**src/rtl/core/ps2sc_pkg.sv**
```systemverilog
// Shared types, key codes and scancode tables for the PS/2 set 1 key decoder.
package ps2sc_pkg;

	localparam int ScanW  = 8;
	localparam int CodeW  = 7;
	localparam int KeyW   = 8;
	localparam int ModW   = 9;
	localparam int LedW   = 3;

	localparam logic [ScanW-1:0] SC_PREFIX = 8'hE0;

	// Scancodes of modifier and lock keys
	localparam logic [CodeW-1:0] SC_LSHIFT = 7'h2A;
	localparam logic [CodeW-1:0] SC_RSHIFT = 7'h36;
	localparam logic [CodeW-1:0] SC_CTRL   = 7'h1D;
	localparam logic [CodeW-1:0] SC_ALT    = 7'h38;
	localparam logic [CodeW-1:0] SC_CAPS   = 7'h3A;
	localparam logic [CodeW-1:0] SC_NUM    = 7'h45;
	localparam logic [CodeW-1:0] SC_SCROLL = 7'h46;

	// Modifier word bit positions
	localparam int M_LSHIFT = 0;
	localparam int M_RSHIFT = 1;
	localparam int M_LCTRL  = 2;
	localparam int M_RCTRL  = 3;
	localparam int M_LALT   = 4;
	localparam int M_RALT   = 5;
	localparam int M_CAPS   = 6;
	localparam int M_NUM    = 7;
	localparam int M_SCROLL = 8;

	// Special key codes
	localparam logic [KeyW-1:0] K_NONE  = 8'h00;
	localparam logic [KeyW-1:0] K_ESC   = 8'h80;
	localparam logic [KeyW-1:0] K_BS    = 8'h81;
	localparam logic [KeyW-1:0] K_TAB   = 8'h82;
	localparam logic [KeyW-1:0] K_ENT   = 8'h83;
	localparam logic [KeyW-1:0] K_F1    = 8'h84;
	localparam logic [KeyW-1:0] K_F2    = 8'h85;
	localparam logic [KeyW-1:0] K_F3    = 8'h86;
	localparam logic [KeyW-1:0] K_F4    = 8'h87;
	localparam logic [KeyW-1:0] K_F5    = 8'h88;
	localparam logic [KeyW-1:0] K_F6    = 8'h89;
	localparam logic [KeyW-1:0] K_F7    = 8'h8A;
	localparam logic [KeyW-1:0] K_F8    = 8'h8B;
	localparam logic [KeyW-1:0] K_F9    = 8'h8C;
	localparam logic [KeyW-1:0] K_F10   = 8'h8D;
	localparam logic [KeyW-1:0] K_F11   = 8'h8E;
	localparam logic [KeyW-1:0] K_F12   = 8'h8F;
	localparam logic [KeyW-1:0] K_UP    = 8'h90;
	localparam logic [KeyW-1:0] K_DOWN  = 8'h91;
	localparam logic [KeyW-1:0] K_LEFT  = 8'h92;
	localparam logic [KeyW-1:0] K_RIGHT = 8'h93;
	localparam logic [KeyW-1:0] K_HOME  = 8'h94;
	localparam logic [KeyW-1:0] K_END   = 8'h95;
	localparam logic [KeyW-1:0] K_PGUP  = 8'h96;
	localparam logic [KeyW-1:0] K_PGDN  = 8'h97;
	localparam logic [KeyW-1:0] K_INS   = 8'h98;
	localparam logic [KeyW-1:0] K_DEL   = 8'h99;

	localparam logic [KeyW-1:0] ASCII_A_LO = 8'h61;
	localparam logic [KeyW-1:0] ASCII_Z_LO = 8'h7A;
	localparam logic [KeyW-1:0] CASE_DIFF  = 8'h20;

	typedef struct packed {
		logic            prefix;
		logic [ModW-1:0] mods;
		logic [LedW-1:0] leds;
	} dec_state_t;

	typedef struct packed {
		logic             event_valid;
		logic [KeyW-1:0]  key_code;
		logic [CodeW-1:0] scan_code;
		logic [ModW-1:0]  modifier_bits;
		logic             key_pressed;
		logic             led_send;
		logic [LedW-1:0]  led_value;
	} key_evt_t;

	function automatic logic [KeyW-1:0] plain_key(input logic [CodeW-1:0] sc);
		logic [KeyW-1:0] k;
		case (sc)
			7'h01: k = K_ESC;
			7'h02: k = 8'h31;
			7'h03: k = 8'h32;
			7'h04: k = 8'h33;
			7'h05: k = 8'h34;
			7'h06: k = 8'h35;
			7'h07: k = 8'h36;
			7'h08: k = 8'h37;
			7'h09: k = 8'h38;
			7'h0A: k = 8'h39;
			7'h0B: k = 8'h30;
			7'h0C: k = 8'h2D;
			7'h0D: k = 8'h3D;
			7'h0E: k = K_BS;
			7'h0F: k = K_TAB;
			7'h10: k = 8'h71;
			7'h11: k = 8'h77;
			7'h12: k = 8'h65;
			7'h13: k = 8'h72;
			7'h14: k = 8'h74;
			7'h15: k = 8'h79;
			7'h16: k = 8'h75;
			7'h17: k = 8'h69;
			7'h18: k = 8'h6F;
			7'h19: k = 8'h70;
			7'h1A: k = 8'h5B;
			7'h1B: k = 8'h5D;
			7'h1C: k = K_ENT;
			7'h1E: k = 8'h61;
			7'h1F: k = 8'h73;
			7'h20: k = 8'h64;
			7'h21: k = 8'h66;
			7'h22: k = 8'h67;
			7'h23: k = 8'h68;
			7'h24: k = 8'h6A;
			7'h25: k = 8'h6B;
			7'h26: k = 8'h6C;
			7'h27: k = 8'h3B;
			7'h28: k = 8'h27;
			7'h29: k = 8'h60;
			7'h2B: k = 8'h5C;
			7'h2C: k = 8'h7A;
			7'h2D: k = 8'h78;
			7'h2E: k = 8'h63;
			7'h2F: k = 8'h76;
			7'h30: k = 8'h62;
			7'h31: k = 8'h6E;
			7'h32: k = 8'h6D;
			7'h33: k = 8'h2C;
			7'h34: k = 8'h2E;
			7'h35: k = 8'h2F;
			7'h37: k = 8'h2A;
			7'h39: k = 8'h20;
			7'h3B: k = K_F1;
			7'h3C: k = K_F2;
			7'h3D: k = K_F3;
			7'h3E: k = K_F4;
			7'h3F: k = K_F5;
			7'h40: k = K_F6;
			7'h41: k = K_F7;
			7'h42: k = K_F8;
			7'h43: k = K_F9;
			7'h44: k = K_F10;
			7'h47: k = 8'h37;
			7'h48: k = 8'h38;
			7'h49: k = 8'h39;
			7'h4A: k = 8'h2D;
			7'h4B: k = 8'h34;
			7'h4C: k = 8'h35;
			7'h4D: k = 8'h36;
			7'h4E: k = 8'h2B;
			7'h4F: k = 8'h31;
			7'h50: k = 8'h32;
			7'h51: k = 8'h33;
			7'h52: k = 8'h30;
			7'h53: k = 8'h2E;
			7'h57: k = K_F11;
			7'h58: k = K_F12;
			default: k = K_NONE;
		endcase
		return k;
	endfunction

	function automatic logic is_lower(input logic [KeyW-1:0] k);
		return (k >= ASCII_A_LO) && (k <= ASCII_Z_LO);
	endfunction

	function automatic logic [KeyW-1:0] shifted_key(input logic [CodeW-1:0] sc);
		logic [KeyW-1:0] k;
		case (sc)
			7'h02: k = 8'h21;
			7'h03: k = 8'h40;
			7'h04: k = 8'h23;
			7'h05: k = 8'h24;
			7'h06: k = 8'h25;
			7'h07: k = 8'h5E;
			7'h08: k = 8'h26;
			7'h09: k = 8'h2A;
			7'h0A: k = 8'h28;
			7'h0B: k = 8'h29;
			7'h0C: k = 8'h5F;
			7'h0D: k = 8'h2B;
			7'h1A: k = 8'h7B;
			7'h1B: k = 8'h7D;
			7'h27: k = 8'h3A;
			7'h28: k = 8'h22;
			7'h29: k = 8'h7E;
			7'h2B: k = 8'h7C;
			7'h33: k = 8'h3C;
			7'h34: k = 8'h3E;
			7'h35: k = 8'h3F;
			default: begin
				k = plain_key(sc);
				if (is_lower(k))
					k = k - CASE_DIFF;
			end
		endcase
		return k;
	endfunction

	function automatic logic [KeyW-1:0] ext_key(input logic [CodeW-1:0] sc);
		logic [KeyW-1:0] k;
		case (sc)
			7'h48: k = K_UP;
			7'h50: k = K_DOWN;
			7'h4B: k = K_LEFT;
			7'h4D: k = K_RIGHT;
			7'h47: k = K_HOME;
			7'h4F: k = K_END;
			7'h49: k = K_PGUP;
			7'h51: k = K_PGDN;
			7'h52: k = K_INS;
			7'h53: k = K_DEL;
			default: k = K_NONE;
		endcase
		return k;
	endfunction

endpackage

```
**src/rtl/core/ps2sc_ifs.sv**
```systemverilog
// Valid/ready channel interfaces for scancode bytes and decoded key events.
interface ps2sc_scan_if import ps2sc_pkg::*; ();
	logic             valid;
	logic             ready;
	logic [ScanW-1:0] scan_byte;

	modport source (output valid, output scan_byte, input ready);
	modport sink   (input valid, input scan_byte, output ready);
endinterface

interface ps2sc_key_if import ps2sc_pkg::*; ();
	logic             valid;
	logic             ready;
	logic             event_valid;
	logic [KeyW-1:0]  key_code;
	logic [CodeW-1:0] scan_code;
	logic [ModW-1:0]  modifier_bits;
	logic             key_pressed;
	logic             led_send;
	logic [LedW-1:0]  led_value;

	modport source (output valid, output event_valid, output key_code, output scan_code,
		output modifier_bits, output key_pressed, output led_send, output led_value,
		input ready);
	modport sink   (input valid, input event_valid, input key_code, input scan_code,
		input modifier_bits, input key_pressed, input led_send, input led_value,
		output ready);
endinterface

```
**src/rtl/core/ps2sc_decode.sv**
```systemverilog
// Single-pass decode of one scancode byte: modifier update, lock toggles and key lookup.
module ps2sc_decode import ps2sc_pkg::*; (
	input  logic [ScanW-1:0] scan_byte,
	input  logic             event_enable,
	input  dec_state_t       cur,
	output dec_state_t       nxt,
	output key_evt_t         res
);

	logic             released;
	logic [CodeW-1:0] sc;
	logic             hit;
	logic             send;
	logic             lock_hit;
	logic [ModW-1:0]  mods;
	logic [LedW-1:0]  leds_new;
	logic [KeyW-1:0]  key;
	logic [KeyW-1:0]  plain;

	assign released = scan_byte[ScanW-1];
	assign sc       = scan_byte[CodeW-1:0];
	assign plain    = plain_key(sc);

	always_comb begin
		mods     = cur.mods;
		hit      = 1'b0;
		lock_hit = 1'b0;
		if (!cur.prefix) begin
			case (sc)
				SC_LSHIFT: begin mods[M_LSHIFT] = !released; hit = 1'b1; end
				SC_RSHIFT: begin mods[M_RSHIFT] = !released; hit = 1'b1; end
				SC_CTRL:   begin mods[M_LCTRL]  = !released; hit = 1'b1; end
				SC_ALT:    begin mods[M_LALT]   = !released; hit = 1'b1; end
				SC_CAPS: begin
					mods[M_CAPS] = cur.mods[M_CAPS] ^ !released;
					lock_hit = !released;
					hit = 1'b1;
				end
				SC_NUM: begin
					mods[M_NUM] = cur.mods[M_NUM] ^ !released;
					lock_hit = !released;
					hit = 1'b1;
				end
				SC_SCROLL: begin
					mods[M_SCROLL] = cur.mods[M_SCROLL] ^ !released;
					lock_hit = !released;
					hit = 1'b1;
				end
				default: ;
			endcase
		end else begin
			case (sc)
				SC_CTRL: begin mods[M_RCTRL] = !released; hit = 1'b1; end
				SC_ALT:  begin mods[M_RALT]  = !released; hit = 1'b1; end
				default: ;
			endcase
		end
	end

	assign leds_new = {mods[M_CAPS], mods[M_NUM], mods[M_SCROLL]};
	assign send     = lock_hit && (leds_new != cur.leds);

	// Shift wins over caps lock; caps only raises letters
	always_comb begin
		if (cur.prefix)
			key = ext_key(sc);
		else if (mods[M_LSHIFT] || mods[M_RSHIFT])
			key = shifted_key(sc);
		else if (mods[M_CAPS] && is_lower(plain))
			key = plain - CASE_DIFF;
		else
			key = plain;
	end

	always_comb begin
		if (scan_byte == SC_PREFIX) begin
			nxt.prefix        = 1'b1;
			nxt.mods          = cur.mods;
			nxt.leds          = cur.leds;
			res.event_valid   = 1'b0;
			res.key_code      = K_NONE;
			res.scan_code     = '0;
			res.modifier_bits = cur.mods;
			res.key_pressed   = 1'b0;
			res.led_send      = 1'b0;
			res.led_value     = cur.leds;
		end else begin
			nxt.prefix        = 1'b0;
			nxt.mods          = mods;
			nxt.leds          = send ? leds_new : cur.leds;
			res.event_valid   = event_enable && ((key != K_NONE) || hit);
			res.key_code      = key;
			res.scan_code     = sc;
			res.modifier_bits = mods;
			res.key_pressed   = !released;
			res.led_send      = send;
			res.led_value     = send ? leds_new : cur.leds;
		end
	end

endmodule

```
**src/rtl/core/ps2_scancode_to_key.sv**
```systemverilog
// PS/2 scancode set 1 to key event decoder, top level.
//
// Usage:
//   scan  - sink channel of raw set 1 bytes; 0xE0 arms the extended flag for the
//           next byte, bit 7 of a byte marks a key release.
//   key   - source channel of one key event per byte: key code, scancode,
//           modifier word, make/break, event flag and lock LED update request.
//   cfg_we / cfg_wdata - write of the event enable bit; write it while idle.
// A transferred byte shows its event in the cycle after the transfer. Decode is a
// single combinational pass between the accepted byte and the result register,
// so a byte can be taken every cycle; throughput is one byte per cycle while the
// receiver keeps up.
// When the receiver stalls, the result register holds its event and scan.ready
// drops; it rises again in the cycle the event is taken, so the next byte can
// transfer in that same cycle.
// Reset clears the extended flag, modifiers, lock LEDs, event enable and the
// result valid.
module ps2_scancode_to_key import ps2sc_pkg::*; (
	input  logic               clk,
	input  logic               arst_n,
	input  logic               cfg_we,
	input  logic               cfg_wdata,
	ps2sc_scan_if.sink         scan,
	ps2sc_key_if.source        key
);

	logic       event_enable_q;
	dec_state_t state_q;
	dec_state_t state_nxt;
	key_evt_t   res;
	key_evt_t   res_q;
	logic       out_valid_q;
	logic       accept;

	assign scan.ready = !out_valid_q || key.ready;
	assign accept     = scan.valid && scan.ready;

	ps2sc_decode u_decode (
		.scan_byte    (scan.scan_byte),
		.event_enable (event_enable_q),
		.cur          (state_q),
		.nxt          (state_nxt),
		.res          (res)
	);

	always_ff @(posedge clk or negedge arst_n) begin
		if (!arst_n) begin
			event_enable_q <= 1'b0;
		end else if (cfg_we) begin
			event_enable_q <= cfg_wdata;
		end
	end

	always_ff @(posedge clk or negedge arst_n) begin
		if (!arst_n) begin
			state_q     <= '0;
			out_valid_q <= 1'b0;
		end else if (accept) begin
			state_q     <= state_nxt;
			out_valid_q <= 1'b1;
		end else if (key.ready) begin
			out_valid_q <= 1'b0;
		end
	end

	// Payload: load on transfer, hold otherwise
	always_ff @(posedge clk) begin
		if (accept)
			res_q <= res;
	end

	assign key.valid         = out_valid_q;
	assign key.event_valid   = res_q.event_valid;
	assign key.key_code      = res_q.key_code;
	assign key.scan_code     = res_q.scan_code;
	assign key.modifier_bits = res_q.modifier_bits;
	assign key.key_pressed   = res_q.key_pressed;
	assign key.led_send      = res_q.led_send;
	assign key.led_value     = res_q.led_value;

	a_accept_gives_event: assert property (@(posedge clk) disable iff (!arst_n)
		accept |=> key.valid)
		else $error("accepted byte did not produce an event");

	a_stall_blocks_input: assert property (@(posedge clk) disable iff (!arst_n)
		(key.valid && !key.ready) |-> !scan.ready)
		else $error("input taken while result is stalled");

	a_prefix_arms_flag: assert property (@(posedge clk) disable iff (!arst_n)
		(accept && (scan.scan_byte == SC_PREFIX)) |=> state_q.prefix)
		else $error("prefix byte did not arm the extended flag");

	a_leds_track_locks: assert property (@(posedge clk) disable iff (!arst_n)
		state_q.leds == {state_q.mods[M_CAPS], state_q.mods[M_NUM], state_q.mods[M_SCROLL]})
		else $error("LED pattern out of step with lock bits");

	a_prefix_event_clear: assert property (@(posedge clk) disable iff (!arst_n)
		(accept && (scan.scan_byte == SC_PREFIX)) |=> (!key.event_valid && !key.led_send))
		else $error("prefix byte flagged an event");

endmodule
```
**src/flat_wrapper.sv**
```systemverilog
// flat-port wrapper written by rule: the top's interface ports become plain ports
module ps2_scancode_to_key_flat import ps2sc_pkg::*;
  (clk, arst_n, cfg_we, cfg_wdata, scan_valid, scan_scan_byte, scan_ready, key_valid, key_event_valid, key_key_code, key_scan_code, key_modifier_bits, key_key_pressed, key_led_send, key_led_value, key_ready);
  ps2sc_scan_if scan_i ();
  ps2sc_key_if key_i ();
  input  logic clk;
  input  logic arst_n;
  input  logic cfg_we;
  input  logic cfg_wdata;
  input wire logic [$bits(scan_i.valid)-1:0] scan_valid;
  input wire logic [$bits(scan_i.scan_byte)-1:0] scan_scan_byte;
  output wire logic [$bits(scan_i.ready)-1:0] scan_ready;
  output wire logic [$bits(key_i.valid)-1:0] key_valid;
  output wire logic [$bits(key_i.event_valid)-1:0] key_event_valid;
  output wire logic [$bits(key_i.key_code)-1:0] key_key_code;
  output wire logic [$bits(key_i.scan_code)-1:0] key_scan_code;
  output wire logic [$bits(key_i.modifier_bits)-1:0] key_modifier_bits;
  output wire logic [$bits(key_i.key_pressed)-1:0] key_key_pressed;
  output wire logic [$bits(key_i.led_send)-1:0] key_led_send;
  output wire logic [$bits(key_i.led_value)-1:0] key_led_value;
  input wire logic [$bits(key_i.ready)-1:0] key_ready;
  assign scan_i.valid = scan_valid;
  assign scan_i.scan_byte = scan_scan_byte;
  assign scan_ready = scan_i.ready;
  assign key_valid = key_i.valid;
  assign key_event_valid = key_i.event_valid;
  assign key_key_code = key_i.key_code;
  assign key_scan_code = key_i.scan_code;
  assign key_modifier_bits = key_i.modifier_bits;
  assign key_key_pressed = key_i.key_pressed;
  assign key_led_send = key_i.led_send;
  assign key_led_value = key_i.led_value;
  assign key_i.ready = key_ready;
  ps2_scancode_to_key u_core (.clk(clk), .arst_n(arst_n), .cfg_we(cfg_we), .cfg_wdata(cfg_wdata), .scan(scan_i), .key(key_i));
endmodule
```
**config.mk**
```make
export PLATFORM = sky130hd
export DESIGN_NAME = ps2_scancode_to_key_flat
export DESIGN_NICKNAME = d
export VERILOG_FILES = /design/src/rtl/core/ps2sc_pkg.sv /design/src/rtl/core/ps2sc_ifs.sv /design/src/rtl/core/ps2sc_decode.sv /design/src/rtl/core/ps2_scancode_to_key.sv /design/src/flat_wrapper.sv
export SDC_FILE = /design/constraint.sdc
export NUM_CORES = 1
export LEC_CHECK = 0
export ABC_CLOCK_PERIOD_IN_PS = 3500
export BUFFER_PORTS_ARGS = -buffer_cell sky130_fd_sc_hd__buf_2
export CELL_PAD_IN_SITES_DETAIL_PLACEMENT = 0
export CELL_PAD_IN_SITES_GLOBAL_PLACEMENT = 1
export CORE_MARGIN = 1
export CORE_UTILIZATION = 46
export CTS_BUF_LIST = sky130_fd_sc_hd__clkbuf_8
export DETAILED_ROUTE_END_ITERATION = 7
export PLACE_DENSITY_LB_ADDON = 0.1
export SETUP_SLACK_MARGIN = 0.1
export SYNTH_ARGS = -nofsm -noshare
export SYNTH_HDL_FRONTEND = slang
export SYNTH_SLANG_ARGS = --single-unit
export TNS_END_PERCENT = 20
```
**constraint.sdc**
```tcl
create_clock -name clk -period 3.5 [get_ports clk]
set_input_delay 0.175 -clock clk [delete_from_list [all_inputs] [get_ports clk]]
set_output_delay 0.175 -clock clk [all_outputs]
set_load 0.01 [all_outputs]
```
# Word level (Yosys, flattened, before mapping)
# Memory sizes are Yosys's and may differ from the RTL's.
# Cells that the tools add are included.
# totals
register_bits	45
romBits	2048
in_bits	14
memories	2
# mem_list
memory	words	width	rd	rd_clocked_by_memory_dff	write_ports	line	rtl
(no name shown)	128	8	1	0	0	ps2sc_pkg.sv:83	case (sc)
(no name shown)	128	8	1	0	0	ps2sc_pkg.sv:83	
# op_classes
addsub	2
magnitude_cmp	4
n_eq_ne	40
n_mux	33
bitwise_logic	4
n_reduce_logical	18
# op_table
op	n
8-bit one-hot mux with 21 select lines	1
7-bit equality test (second input constant)	12
8-bit one-hot mux with 10 select lines	1
7-bit by 6-bit equality test with 1-bit output (second input constant)	11
8-bit 2-to-1 mux	7
7-bit by 4-bit equality test with 1-bit output (second input constant)	6
7-bit by 3-bit equality test with 1-bit output (second input constant)	4
7-bit by 5-bit equality test with 1-bit output (second input constant)	3
21-bit OR reduction	1
1-bit 2-to-1 mux	19
8-bit by 7-bit greater-or-equal comparator with 1-bit output (second input constant)	2
8-bit by 7-bit less-or-equal comparator with 1-bit output (second input constant)	2
8-bit by 6-bit subtractor with 8-bit output (second input constant)	2
7-bit by 2-bit equality test with 1-bit output (second input constant)	2
14-bit 2-to-1 mux	1
13-bit 2-to-1 mux	1
3-bit 2-to-1 mux	3
8-bit equality test (second input constant)	1
8-bit nonzero test	1
7-bit OR reduction	1
1-bit logical AND	6
1-bit logical OR	3
3-bit != test	1
3-bit OR reduction	1
other kinds (6)	9

# Longest topological paths before layout
# logic_depth
depth_word	15
mapped_depth	14
ltp_nobuf	12

# By module
# Synthesis repeated with hierarchy kept, for this count alone.
# unflattened
cells_unflattened	448
area_unflattened_um2	3972.6
# by_module_without_submodules
module	instances	cells_per_inst	area_per_inst_um2	seq_area_each_um2
ps2sc_decode	1	384	2448.6	0.0
ps2_scancode_to_key	1	64	1524.0	1276.2

# Worst setup path before layout
# Ideal clock, no wire load.
# synth_timing
path_kind	input to register
from	input scan_scan_byte[0]
to	register u_core.res_q, in the netlist u_core.key.event_valid (data pin)
setup_ns	0.293
arrival_time_ns	2.540
required_ns	3.207
setup_slack_ns	0.666
cell_stages	12
path_cell_list	buf_4 -> inv_1 -> ha_1 -> nand4bb_1 -> or3_1 -> o2111ai_2 -> a21boi_2 -> buf_6 -> a31oi_1 -> a32o_1 -> nor4_2 -> a311oi_1
# synth_via
elab_chain_cells	13
elab_cells_between_ends	73
# synth_lines
element	line	rtl
start: declaration	flat_wrapper.sv:11	input wire logic [$bits(scan_i.scan_byte)-1:0] scan_scan_byte;
memory read 128 x 8 bit	--	
8-bit 2-to-1 mux	ps2sc_pkg.sv:173	case (sc)
8-bit 2-to-1 mux	ps2sc_decode.sv:67	else if (mods[M_LSHIFT] || mods[M_RSHIFT])
8-bit 2-to-1 mux	ps2sc_decode.sv:65	if (cur.prefix)
8-bit by 7-bit greater-or-equal comparator with 1-bit output or 8-bit by 7-bit less-or-equal comparator with 1-bit output (tied branches)	ps2sc_pkg.sv:168	return (k >= ASCII_A_LO) && (k <= ASCII_Z_LO);
1-bit logical AND	ps2sc_pkg.sv:168	
8-bit 2-to-1 mux	ps2sc_pkg.sv:197	if (is_lower(k))
8-bit one-hot mux with 21 select lines	ps2sc_pkg.sv:173	
8-bit 2-to-1 mux	ps2sc_decode.sv:67	
8-bit 2-to-1 mux	ps2sc_decode.sv:65	
8-bit nonzero test	ps2sc_decode.sv:91	res.event_valid = event_enable && ((key != K_NONE) || hit);
1-bit logical OR	ps2sc_decode.sv:91	
1-bit logical AND	ps2sc_decode.sv:91	
end signal: assignment	ps2_scancode_to_key.sv:69	res_q <= res;
end: declaration	ps2_scancode_to_key.sv:31	key_evt_t res_q;
# Several ways; a longest one is shown, not always the timed one. The select of a mux whose other input is x is not followed.
# A chain may end at the register's enable or synchronous reset.

# Worst setup path after layout
# Same ends and word-level chain as after synthesis.

==> flow_summary_export.csv <==
group,metric,value,unit
synthesis,syn_area_per_cell,8.680,µm²
floorplan,coreArea,8175,µm²
global_route,grt.total_usage,28.64,%
drt,drt-met1-wl,5.079,mm
placement,numPortBuffers,45,
drt,met2_length,5.471,mm
floorplan,die_area,8768,µm²
global_route,grt_pass1_vias,3576,
timing,min_period_over_period,88.04,%
synthesis,seq_area_frac_synth,33.04,%
status,run_status,"complete, no violations",
final_layout,multiInputGateArea,2297,µm²
final_layout,seq_area,1276,µm²
power_and_ir_drop,vdd_drop_max,188.9,µV
timing,final-setup-viol-count,0,
drt,postRouteWirelength,12.04,mm
clock_tree,cts_max_level,2,
global_route,antenna_found_initial,0,
clock_tree,path_clk_slew,0.09,ns
clock_tree,post_cts.repair.setup_buffers,0,
final_layout,nets,520,
synthesis,synth-main-ff-cell,"edfxtp_1",
synthesis,yosys_warnings,0,
global_route,grt_pass1_wl,19.11,mm
timing,skew,0.01261,ns
flow_run,maxCapViolCount,0,
timing,rsz0062_at_grt,"false",
timing,fmax,324.5,MHz
drt,dr_wl_met3,950,µm
worst_setup_path,worstPathMaxFanout,14,
placement,gp_congestion,0.9457,
floorplan,start_util,47.25,%
synthesis,synthesis.area,3862,µm²
timing,hold_violations,0,
synthesis,ys_ff_latch,45,
global_route,grt_max_degree,34,
worst_setup_path,crit_required,3.55,ns
synthesis,muxShareOfSynthArea,5.766,%
timing,fin_tns_setup,0,ns
placement,post-place-cells,590,
drt,vias_per_cell,6.324,
drt,vias,3788,
final_layout,fin_cells,599,
synthesis,synth_fp_nets,472,
power_and_ir_drop,power.leakage,1.760,nW
final_layout,drive_gt1_share,23.68,%
clock_tree,clockBufferDepth,2,
floorplan,die_y,93.64,µm
clock_tree,cts.sinks,45,
worst_setup_path,end_kind,"flop",
synthesis,synth_compound_area_share,26.08,%
synthesis,synth_top_family_by_area,"compound AO/OA/AOI/OAI gates",
final_layout,fin_area,4409,µm²
clock_tree,clock_latency,0.32,ns
placement,place_ws,0.1974,ns
global_route,grt_overflow,0,
floorplan,fp-row-count,33,
synthesis,synth-simple-area-share,20.93,%
clock_tree,cts_tree,"done",
synthesis,async_reset_ff_share,33.33,%
floorplan,pin_count,46,
synthesis,synth_adder_area_share,4.211,%
final_layout,num_antenna_cells,0,
timing,tightest_slew,0.7317,ns
final_layout,fin_util,53.93,%
clock_tree,clk_root_buffer_cell,"clkbuf_8",
synthesis,synth_edf_count,30,
timing,max-slew-margin-rel,51.22,%
drt,drtIter0Drc,389,
clock_tree,cts_buffers,5,
timing,slew_violations,0,
worst_setup_path,crit_path_start_kind,"input port",
final_layout,area_growth,14.16,%
placement,dp_hpwl,8.855,mm
floorplan,die_w,93.64,µm
timing,worst_slack,0.4186,ns
final_layout,nFillCells,827,
power_and_ir_drop,powerDensity,343.4,nW/µm²
drt,dr.max_layer_used,"met4",
worst_setup_path,worstPathArrival,3.13,ns
worst_setup_path,path_class,"input port to flop",
synthesis,synth_xor_area_share,2.494,%
drt,ant_nets,0,
drt,drc_errors,0,
drt,firstDrtPassIters,6,
worst_hold_path,hp-class,"input port to flop",
synthesis,synth_cell_types,76,
timing,period_needed,3.081,ns
synthesis,syn_inst,445,
drt,post_drt_wl_per_cell,20.11,µm
placement,dpl_cell_area,4288,µm²
==> power by group <==
group	total, mW	switching, mW	internal, mW
registers	0.641	0.0174	0.624
logic	0.466	0.279	0.187
clock network	0.407	0.196	0.212
total	1.51	0.492	1.02
==> flip-flops by register name, indices dropped and copies added, names as in the netlist <==
name                      count
u_core.key.event_valid        1
u_core.state_q               13
u_core.key.key_pressed        1
u_core.key.key_code           8
u_core.key.valid              1
u_core.key.modifier_bits      9
u_core.key.scan_code          7
u_core.key.led_send           1
u_core.key.led_value          3
u_core.event_enable_q         1
==> Yosys cell counts, drive strengths merged, types with 3 or more instances <==
cell | count | area share, %
a211oi | 7 | 1.4
a21boi | 3 | 0.68
a21o | 4 | 0.78
a21oi | 19 | 2.5
a221oi | 4 | 0.91
a311oi | 3 | 0.68
a31oi | 7 | 1.1
a32o | 3 | 0.78
and2 | 6 | 1.0
buf | 18 | 3.1
clkbuf | 21 | 2.0
dfrtp | 15 | 9.7
edfxtp | 30 | 23
ha | 13 | 4.2
inv | 22 | 2.1
mux2 | 14 | 4.1
nand2 | 34 | 3.3
nand2b | 16 | 2.6
nand3 | 7 | 0.91
nand3b | 4 | 0.78
nor2 | 36 | 3.6
nor2b | 11 | 1.8
nor3 | 13 | 1.8
nor4 | 4 | 0.81
o2111ai | 3 | 0.84
o211a | 3 | 0.78
o211ai | 11 | 2.1
o21ai | 34 | 4.4
o22ai | 3 | 0.49
o311ai | 4 | 1.1
o31ai | 12 | 2.7
or2 | 5 | 0.81
or3 | 5 | 0.81
xnor2 | 5 | 1.1
xor2 | 6 | 1.4
==> layer usage <==
metal	track usage [%]	vias to the layer above
met5	0	-
met4	14.62	0
met3	4.878	42
met2	46.02	186
met1	36.86	1807
li1	-	1753
==> path summary, 6_finish.rpt <==
check / start / slack [ns] / cells past startpoint / endpoint
setup / recovery: scan_scan_byte[0] / 0.42 / 11 / u_core.key.event_valid
hold / removal: cfg_we / 0.05 / 2 / u_core.event_enable_q
setup reg to reg: u_core.state_q[12] / 0.53 / 7 / u_core.key.event_valid
hold reg to reg: u_core.state_q[11] / 0.50 / 1 / u_core.state_q[11]
max in group asynchronous: arst_n / 2.95 / 2 / u_core.state_q[5]
min in group asynchronous: arst_n / 0.29 / 2 / u_core.state_q[3]
==> layout make-up <==
| cell class | instances | area share, % |
|---|---|---|
| Sequential cell | 45 | 28.94 |
| Multi-Input combinational cell | 337 | 52.10 |
| Tap cell | 105 | 2.980 |
| Inverter | 24 | 2.043 |
| Clock buffer | 5 | 1.561 |
| Clock inverter | 3 | 0.9648 |
| Timing Repair Buffer | 80 | 11.41 |
==> cell families after synthesis <==
logic type               count (synthesis)
AND/OR/NAND/NOR                        154
AO/OA/AOI/OAI                          141
buffers and inverters                   63
flip-flops                              45
multiplexers                            18
adder cells (fa/ha/maj)                 13
XOR/XNOR                                11
==> what timing repair did <==
| action | 4_1_cts | 5_1_grt |
|---|---|---|
| endpoints found under the hold margin | 15 | 0 |
| setup endpoints to repair | 0 | 0 |
| resized for setup | 0 | 0 |
| hold buffers | 1 | 0 |
==> critical path, stage by stage <==
cell and delay, ns:
buf_2 0.26, inv_1 0.19, ha_1 0.42, nor3b_1 0.25, nor4b_1 0.10, nor3_1 0.53, a21boi_2 0.19, or3_1 0.36
a32o_1 0.25, nor4_2 0.27, a311oi_1 0.12
==> metrics by stage <==
| step | total power, mW | hold WS (ns) |
|---|---|---|
| final | 1.514 | 0.05197 |
| after global routing | 1.585 | 0.08094 |
| after CTS | 1.516 | 0.05676 |
| after detailed placement | 1.112 | 0.1061 |
| after global placement | 1.106 | 0.09960 |
| after floorplan | 0.9586 | -0.1206 |
==> cell usage in the layout, fill, tap and decap left out, types with 6 or more instances in the layout <==
| master | n |
|---|---|
| buf_2 | 45 |
| nor2_1 | 35 |
| nand2_1 | 34 |
| buf_4 | 33 |
| o21ai_0 | 31 |
| edfxtp_1 | 30 |
| inv_1 | 23 |
| a21oi_1 | 19 |
| nand2b_1 | 16 |
| dfrtp_1 | 15 |
| mux2_2 | 14 |
| ha_1 | 13 |
| nor3_1 | 12 |
| o31ai_1 | 11 |
| o211ai_1 | 11 |
| nor2b_1 | 11 |
| a211oi_1 | 7 |
| a31oi_1 | 7 |
| nand3_1 | 7 |
| xor2_1 | 6 |
Note: power is estimated with default switching activity, not from simulation.
